## config.mk

```make
export PLATFORM = sky130hd
export DESIGN_NAME = bch_parity_encoder_flat
export DESIGN_NICKNAME = d
export VERILOG_FILES = /design/src/rtl/bch_pkg.sv /design/src/rtl/bch_if.sv /design/src/rtl/bch_parity_encoder.sv /design/src/flat_wrapper.sv
export SDC_FILE = /design/constraint.sdc
export NUM_CORES = 1
export LEC_CHECK = 0
export ABC_AREA = 0
export BUFFER_PORTS_ARGS = -buffer_cell sky130_fd_sc_hd__buf_2
export CAP_MARGIN = 0
export CORE_UTILIZATION = 55
export CTS_BUF_LIST = sky130_fd_sc_hd__clkbuf_4
export CTS_CLUSTER_SIZE = 20
export DETAILED_ROUTE_END_ITERATION = 10
export PLACE_DENSITY = 0.81
export SLEW_MARGIN = 10
export SYNTH_ARGS = -nofsm -noshare
export SYNTH_HDL_FRONTEND = slang
export SYNTH_SLANG_ARGS = --single-unit
```

## constraint.sdc

```tcl
create_clock -name clk -period 5 [get_ports clk]
set_input_delay 0.25 -clock clk [delete_from_list [all_inputs] [get_ports clk]]
set_output_delay 0.25 -clock clk [all_outputs]
set_load 0.01 [all_outputs]
```

## src/rtl/bch_pkg.sv

```systemverilog
// Package with the BCH generator polynomial, widths and the byte-wide LFSR step.
`default_nettype none
package bch_pkg;

  localparam int DATA_W       = 8;
  localparam int REM_W        = 144;
  localparam int PARITY_BYTES = REM_W / DATA_W;
  localparam int PCNT_W       = $clog2(PARITY_BYTES + 1);

  // Low 144 coefficients of g(x), x^143 down to x^0; x^144 is implicit
  localparam logic [REM_W-1:0] GEN_LOW =
    144'h2b6bd0545db3_4c1e01d5296e_58c8ed2701ad;

  typedef logic [REM_W-1:0]  rem_t;
  typedef logic [DATA_W-1:0] byte_t;
  typedef logic [PCNT_W-1:0] pcnt_t;

  // Advance the remainder by one byte, MSB first
  function automatic rem_t lfsr_byte(input rem_t rem_in, input byte_t din);
    rem_t rem;
    logic fb;
    rem = rem_in;
    for (int b = DATA_W - 1; b >= 0; b--) begin
      fb  = rem[REM_W-1] ^ din[b];
      rem = {rem[REM_W-2:0], 1'b0};
      if (fb) begin
        rem = rem ^ GEN_LOW;
      end
    end
    return rem;
  endfunction

endpackage
`default_nettype wire

```

## src/rtl/bch_if.sv

```systemverilog
// Valid/ready channel interfaces for message bytes and parity bytes.
`default_nettype none
interface bch_in_if;
  logic                 valid;
  logic                 ready;
  logic [bch_pkg::DATA_W-1:0] data_byte;

  modport source (output valid, output data_byte, input ready);
  modport sink   (input valid, input data_byte, output ready);
endinterface

interface bch_out_if;
  logic                 valid;
  logic                 ready;
  logic [bch_pkg::DATA_W-1:0] parity_byte;
  logic                 last_parity;

  modport source (output valid, output parity_byte, output last_parity, input ready);
  modport sink   (input valid, input parity_byte, input last_parity, output ready);
endinterface
`default_nettype wire

```

## src/rtl/bch_parity_encoder.sv

```systemverilog
// Systematic BCH encoder over GF(2^9), t=16: message bytes in, 18 parity bytes out.
`default_nettype none
// The block takes MESSAGE_BYTES message bytes, one per transfer, MSB first, and
// folds each into a 144-bit remainder register in the cycle it is accepted.
// When the last byte of a block is taken, the updated remainder is copied into
// an output shift register that sends 18 parity bytes, most significant first,
// one per cycle while out_ch.ready is high, with last_parity on the final byte.
// The next block's bytes are accepted while the burst drains; only the byte that
// ends a block waits until the previous burst is down to its final transfer.
// Full throughput is therefore set by the one-byte-wide parity output port
// whenever MESSAGE_BYTES is below 18, as at the default size of 16 bytes.
module bch_parity_encoder #(
  parameter int MESSAGE_BYTES = 16
) (
  input  wire           clk,
  input  wire           rst_n,
  bch_in_if.sink        in_ch,
  bch_out_if.source     out_ch
);
  import bch_pkg::*;

  localparam int CNT_W = (MESSAGE_BYTES > 1) ? $clog2(MESSAGE_BYTES) : 1;
  localparam logic [CNT_W-1:0] CNT_LAST = CNT_W'(MESSAGE_BYTES - 1);

  rem_t              rem_r, rem_nxt;
  rem_t              par_r, par_nxt;
  pcnt_t             pcnt_r, pcnt_nxt;
  logic [CNT_W-1:0]  cnt_r, cnt_nxt;

  logic in_xfer, out_xfer, block_end, burst_free;
  rem_t rem_upd;

  // Handshakes: the block-ending byte needs the parity register free
  assign burst_free   = (pcnt_r == '0) || ((pcnt_r == pcnt_t'(1)) && out_ch.ready);
  assign block_end    = (cnt_r == CNT_LAST);
  assign in_ch.ready  = !block_end || burst_free;
  assign in_xfer      = in_ch.valid && in_ch.ready;
  assign out_xfer     = out_ch.valid && out_ch.ready;

  // Remainder update for one byte
  assign rem_upd = lfsr_byte(rem_r, in_ch.data_byte);

  always_comb begin
    rem_nxt  = rem_r;
    cnt_nxt  = cnt_r;
    par_nxt  = par_r;
    pcnt_nxt = pcnt_r;
    // drain one parity byte
    if (out_xfer) begin
      par_nxt  = {par_r[REM_W-DATA_W-1:0], {DATA_W{1'b0}}};
      pcnt_nxt = pcnt_r - pcnt_t'(1);
    end
    if (in_xfer) begin
      if (block_end) begin
        rem_nxt  = '0;
        cnt_nxt  = '0;
        par_nxt  = rem_upd;
        pcnt_nxt = pcnt_t'(PARITY_BYTES);
      end else begin
        rem_nxt = rem_upd;
        cnt_nxt = cnt_r + CNT_W'(1);
      end
    end
  end

  always_ff @(posedge clk) begin
    if (!rst_n) begin
      rem_r  <= '0;
      cnt_r  <= '0;
      pcnt_r <= '0;
    end else begin
      rem_r  <= rem_nxt;
      cnt_r  <= cnt_nxt;
      pcnt_r <= pcnt_nxt;
    end
  end

  // Parity shift register carries payload only
  always_ff @(posedge clk) begin
    par_r <= par_nxt;
  end

  // Output channel
  assign out_ch.valid       = (pcnt_r != '0);
  assign out_ch.parity_byte = par_r[REM_W-1 -: DATA_W];
  assign out_ch.last_parity = (pcnt_r == pcnt_t'(1));

`ifndef SYNTHESIS
  // Byte counter stays inside the block
  a_cnt_range: assert property (@(posedge clk) disable iff (!rst_n)
    cnt_r <= CNT_LAST)
    else $error("byte counter past end of block");

  // Ending byte always starts a full parity burst
  a_burst_load: assert property (@(posedge clk) disable iff (!rst_n)
    (in_xfer && block_end) |=> (pcnt_r == pcnt_t'(PARITY_BYTES)) && (rem_r == '0))
    else $error("parity burst not loaded at end of block");

  // Burst count never exceeds the parity length
  a_pcnt_range: assert property (@(posedge clk) disable iff (!rst_n)
    pcnt_r <= pcnt_t'(PARITY_BYTES))
    else $error("parity count out of range");

  // A stalled final byte keeps its last flag
  a_last_hold: assert property (@(posedge clk) disable iff (!rst_n)
    (out_ch.last_parity && !out_ch.ready) |=> out_ch.last_parity)
    else $error("last parity byte dropped while stalled");
`endif

endmodule
`default_nettype wire
```

## src/flat_wrapper.sv

```systemverilog
// flat-port wrapper written by rule: the top's interface ports become plain ports
module bch_parity_encoder_flat import bch_pkg::*;
#(
  parameter int MESSAGE_BYTES = 16
)
  (clk, rst_n, in_ch_valid, in_ch_data_byte, in_ch_ready, out_ch_valid, out_ch_parity_byte, out_ch_last_parity, out_ch_ready);
  bch_in_if in_ch_i ();
  bch_out_if out_ch_i ();
  input  wire clk;
  input  wire rst_n;
  input wire logic [$bits(in_ch_i.valid)-1:0] in_ch_valid;
  input wire logic [$bits(in_ch_i.data_byte)-1:0] in_ch_data_byte;
  output wire logic [$bits(in_ch_i.ready)-1:0] in_ch_ready;
  output wire logic [$bits(out_ch_i.valid)-1:0] out_ch_valid;
  output wire logic [$bits(out_ch_i.parity_byte)-1:0] out_ch_parity_byte;
  output wire logic [$bits(out_ch_i.last_parity)-1:0] out_ch_last_parity;
  input wire logic [$bits(out_ch_i.ready)-1:0] out_ch_ready;
  assign in_ch_i.valid = in_ch_valid;
  assign in_ch_i.data_byte = in_ch_data_byte;
  assign in_ch_ready = in_ch_i.ready;
  assign out_ch_valid = out_ch_i.valid;
  assign out_ch_parity_byte = out_ch_i.parity_byte;
  assign out_ch_last_parity = out_ch_i.last_parity;
  assign out_ch_i.ready = out_ch_ready;
  bch_parity_encoder #(.MESSAGE_BYTES(MESSAGE_BYTES)) u_core (.clk(clk), .rst_n(rst_n), .in_ch(in_ch_i), .out_ch(out_ch_i));
endmodule
```

# == After elaboration in Yosys (flattened, before gate mapping) ==
# Cells that the tools add are included.
# W data, S select, Z words.
# word_totals
out_inout_bits,11
mem_bits_ro,0
inputBits,12
register_bits,297
wordCells,48
latch_bits,0
mem_bits_rw,0
mem_count,0
# classes
addsub,2
n_shift,0
n_mux,16
mul,0
magnitude_cmp,0
div_mod_pow,0
eq_ne,2
bitwise_logic,16
reduce_logical,8
# op_table
operator,n
$mux W142,8
$mux W144,4
$not A68 Y68,8
$mux W5,3
$xor A1 B1 Y1,8
$eq A5 B1 Y1 const B,1
$logic_not A5 Y1,1
$reduce_bool A5 Y1,1
$sub A5 B1 Y5 const B,1
$add A4 B1 Y4 const B,1
$eq A4 B4 Y1 const B,1
$mux W4,1
$logic_and A1 B1 Y1,3
$logic_or A1 B1 Y1,2
$logic_not A1 Y1,1

# == Depth between registers and ports, before layout ==
# depth
word_depth,18
mapped_depth,10

# == Worst setup path before layout ==
# OpenSTA, ideal clock, no wires.
# synth_timing
path_type,reg2reg
start,register u_core.pcnt_r[1]
end,register u_core.rem_r[1]
arrival_ns,2.294
setup_ns,0.115
n_path_buf,2
synth_period_minus_slack_ns,2.409
stages_incl_launch_ff,10
slack_ns,2.591
cell_sequence,dfxtp_1 > inv_1 > ha_1 > a21oi_1 > o41ai_1 > nand2_1 > clkbuf_1 > clkbuf_1 > o2bb2ai_1 > and2_1
# synth_via
elab_chain_cells,5
elab_cells_between_ends,6
classes_between,eq/ne: 1; reduce/logical: 5
# synth_rtl
item,line,text
from (decl),bch_parity_encoder.sv:27,"pcnt_t pcnt_r, pcnt_nxt;"
from (signal assigned),bch_parity_encoder.sv:74,pcnt_r <= pcnt_nxt;
$eq A5 B1 Y1,bch_parity_encoder.sv:34,assign burst_free = (pcnt_r == '0) || ((pcnt_r == pcnt_t'(1)) && out_ch.ready);
$logic_and A1 B1 Y1,bch_parity_encoder.sv:34,
$logic_or A1 B1 Y1 *,bch_parity_encoder.sv:34,
$logic_or A1 B1 Y1 *,bch_parity_encoder.sv:36,assign in_ch.ready = !block_end || burst_free;
net in_ch_ready,flat_wrapper.sv:13,output wire logic [$bits(in_ch_i.ready)-1:0] in_ch_ready;
$logic_and A1 B1 Y1 *,bch_parity_encoder.sv:37,assign in_xfer = in_ch.valid && in_ch.ready;
to (signal assigned),bch_parity_encoder.sv:72,rem_r <= rem_nxt;
to (decl),bch_parity_encoder.sv:25,"rem_t rem_r, rem_nxt;"
# Mark *: on every way through the listed nets, which the timed path passes. The rest lies on a longest branch.
# A chain may end at the register's enable or synchronous reset.

# == Worst setup path after layout ==
# layout_timing
start,register u_core.rem_r[137]
end,register u_core.par_r[82]
# layout_via
elab_chain_cells,12
# layout_rtl
item,line,text
$mux W142 *,bch_pkg.sv:26,if (fb) begin
$not A68 Y68 (no source line),n/a,
$mux W142 * (2 in a row),bch_pkg.sv:26,
$not A68 Y68 (no source line),n/a,
$mux W142 *,bch_pkg.sv:26,
$xor A1 B1 Y1 *,bch_pkg.sv:24,fb = rem[REM_W-1] ^ din[b];
$mux W142 *,bch_pkg.sv:26,
$not A68 Y68 (no source line),n/a,
$mux W142 *,bch_pkg.sv:26,
$mux W144 *,bch_parity_encoder.sv:54,if (block_end) begin
$mux W144 *,bch_parity_encoder.sv:53,if (in_xfer) begin
net u_core.par_nxt[82],bch_parity_encoder.sv:26,"rem_t par_r, par_nxt;"
to (signal assigned),bch_parity_encoder.sv:80,par_r <= par_nxt;
to (decl),bch_parity_encoder.sv:26,
# Marked as above.

==> metrics.md <==
| Metric | Value |
|---|---|
| Setup Buffers After CTS | `0` |
| Syn_area_per_cell | `approximately 9.5 um2` |
| Worst Hold Launch | `out_ch_ready` |
| CTS resizes | `0` |
| Internal cell power | `roughly 7000 uW` |
| Hold/Removal Path Class | `input port to flop` |
| Largest delay share family, worst path | `XOR/XNOR gates` |
| Net Sw Frac | `around two fifths` |
| CP Cell Sequence | `xnor2_2 > xnor3_2 > xor2_1 > xnor2_1 > o21ai_0` |
| Switching power total | `around 4800 uW` |
| Overall Global Routing Usage | `between 20% and 30%` |
| Synth Flop Type | `dfxtp_1` |
| Kind of critical path | `flop to flop` |
| Initial antenna violation count | `1` |
| CTS sink cnt | `297` |
| Seq/Total Area, Yosys | `42.1%` |
| Clock Skew | `around 66 ps` |
| Site Rows | `between 50 and 60` |
| Share of the synthesized area in the top cell type | `approximately 42%` |
| Final setup viols | `0` |
| Worst skew pair latency | `730 ps` |
| Area grow syn2layout | `9.54%` |
| Cell accounting for the most synthesized area | `dfxtp_1` |
| Layout Utilization | `61.4%` |
| Clk buf depth | `3` |
| Max-Cap Viols | `0` |
| Fin crit period | `about 3200 ps` |
| Critical path capture point type | `flop` |
| GPL Wtd Cong | `0.852` |
| Post-Syn Nets | `~1500` |
| First-pass GRT wire length | `about 59000 um` |
| Ys async rst share | `0%` |
| RSZ-0062 raised after global routing | `false` |
| Largest net degree at the start of global routing | `around 180` |
| Global route total overflow | `0` |
| Pre-CTS setup slack | `1930 ps` |
| Status | `complete, no violations` |
| Clk network pwr share | `between 10% and 20%` |
| IO Pins | `23` |
| Commonest cells after routing, fill and taps aside | `297 x dfxtp_1, 271 x nand2_1, 158 x xnor2_1` |
| Final wirelength | `37000 um` |
| Area occupied by multi-input gates | `0.00777 mm2` |
| Final hold vios | `0` |
| Measured slew at the worst slew-check pin | `between 1000 and 1500 ps` |
| Synth top area cells | `dfxtp_1 42%, xnor2_1 10%, nand2_1 7.3%` |
| Post-synthesis cell count | `around 1500` |
| Power Dens Cells | `759 mW/mm2` |
| CP max stage delay | `between 900 and 1000 ps` |
| Sequential share of power | `26.5%` |
| Hold Buf Count CTS | `2` |
| Hold WS | `roughly 290 ps` |
| Layout Nets | `1526` |
| Startpoint Class | `flop` |
| Post-Layout Inst Area | `roughly 0.015 mm2` |
| Worst EP required | `between 5000 and 6000 ps` |
| Share of cells above drive strength 1 | `16.3%` |
| Drt wl/cell | `~20 um` |
| H-tree levels | `3` |
| Core ar. | `around 0.025 mm2` |
| Via/cell ratio | `slightly below 6` |
| Root Driver | `clkbuf_4` |
| Detailed Routing Iterations Pass 1 | `7` |
| Commonest non-fill, non-tap cell in the layout | `dfxtp_1` |
| WP data arrival | `approximately 3800 ps` |
| Clk slew on worst S/H paths | `70 ps` |
| Worst R2R Start | `u_core.rem_r[137]` |
| Max IR drop VDD | `about 0.00036 V` |
| Period utilization | `between 60% and 70%` |
| Vias post-DR | `approximately 11000` |
| Leak pwr | `between 0.006 and 0.007 uW` |
| Setup TNS | `0 ps` |
| Worst setup margin | `approximately 1800 ps` |
| FILL cells | `~2000` |
| CP Max Fanout | `12` |
| Cell area after synthesis | `around 0.014 mm2` |
| Yosys warnings | `0` |
| Die W | `162 um` |
| Post-synth EDFFs | `0` |
| Port bufs | `22` |
| Antenna Violating Nets Remaining | `0` |
| Yosys reg bits | `between 200 and 300` |
| FF+latch area | `between 0.005 and 0.006 mm2` |
| Pins over their slew limit | `0` |
| Comb pwr share | `about 55%` |
| CTS tree | `yes` |
| Initial Util | `a little under three fifths` |
| Placed inst area | `around 0.014 mm2` |
| Synth cell types | `42` |
| Peak Freq | `309 MHz` |
| Max-slew headroom | `a little over a tenth` |
| # DRC | `0` |
| Worst setup path startpoint | `u_core.rem_r[137]` |
| CP max stage cell | `xnor2_2` |
| Vias in the first global route | `10800` |
| DP HPWL | `~23000 um` |
| CP bufs+invs | `0` |
| Die area | `between 0.02 and 0.03 mm2` |
| Die Ht | `between 150 and 200 um` |
| CTS Buf Count | `78` |
| Starting DRC count in detailed routing | `around 940` |
per-layer routing:
| metal | GRT usage [%] | vias to the layer above | share of wire (%) |
|---|---|---|---|
| li1 | - | 5126 | - |
| met1 | 36.8 | 5270 | 42 |
| met2 | 46.7 | 488 | 47 |
| met3 | 5.90 | 94 | 8.1 |
| met4 | 11.8 | 0 | 2.8 |
| met5 | 0 | - | 0 |
registers in the layout, indices dropped and copies added, names as in the netlist:
signal	count
u_core.cnt_r	4
u_core.par_r	144
u_core.pcnt_r	5
u_core.rem_r	144
cells in the mapped netlist (2+ instances only):
cell and count:
xnor2_1 161, xor2_2 3, xnor3_2 3, a2bb2oi_1 8, nand2_1 273, a21o_1 2
mux2_2 56, ha_1 4, o2bb2ai_1 9, and3_1 3, buf_4 9, dfxtp_1 297
a22oi_1 68, xnor2_2 12, nor2b_1 79, and2_1 8, a31oi_1 76, nor2_1 83
a21boi_0 4, xor3_1 9, a21oi_1 5, buf_1 8, o21ai_1 4, a22o_1 16
buf_2 9, xnor2_4 2, xnor3_1 34, clkbuf_1 86, xor2_1 41, inv_1 2
o21ai_0 103, nand3_1 4, mux2i_1 2
final timing paths:
check,depth (start not counted),slack [ps],to
setup / recovery,5,1770,u_core.par_r[82]
hold / removal,6,290,u_core.cnt_r[1]
hold reg to reg,2,440,u_core.par_r[132]
setup reg to reg,5,1770,u_core.par_r[82]
power groups by stage:
stage	clock network, uW	logic (uW)	registers, uW
6_report	2170	6450	3120
5_1_grt	2320	6840	3150
4_1_cts	2200	6370	3100
3_5_place_dp	0	6300	3150
3_3_place_gp	0	6200	3130
2_1_floorplan	0	4780	3080
per-stage QoR:
step / instances / power (uW)
finish: 1892 / 11700
floorplan: 1492 / 7860
detailed placement: 1758 / 9450
global placement: 1758 / 9340
CTS: 1891 / 11700
global route: 1892 / 12300
worst reg2reg max path: stages, from the launching register on:
cell and delay [ps]:
dfxtp_1 390, xnor2_2 960, xnor3_2 710, xor2_1 660, xnor2_1 230, o21ai_0 110
logic make-up after synthesis:
| kind of cell | after synthesis | synth area share [%] |
|---|---|---|
| AOI/OAI and AO/OA | 298 | 13.5 |
| xor gates and xnor gates | 266 | 22.3 |
| muxes | 58 | 4.61 |
| and+or+nand+nor | 455 | 13.8 |
| DFF | 297 | 42.1 |
| adders and majority gates | 4 | 0.354 |
| buffers and inverters | 114 | 3.35 |
layout make-up:
type	count	share of cell area [%]
timing repair buffer	50	2.18
tap	330	2.67
clock inverter	18	0.970
antenna	1	0.0162
inverter	2	0.0485
clock buffer	113	5.48
sequential	297	38.4
multi-input combinational	1081	50.2
(Power assumes the default switching activity.)
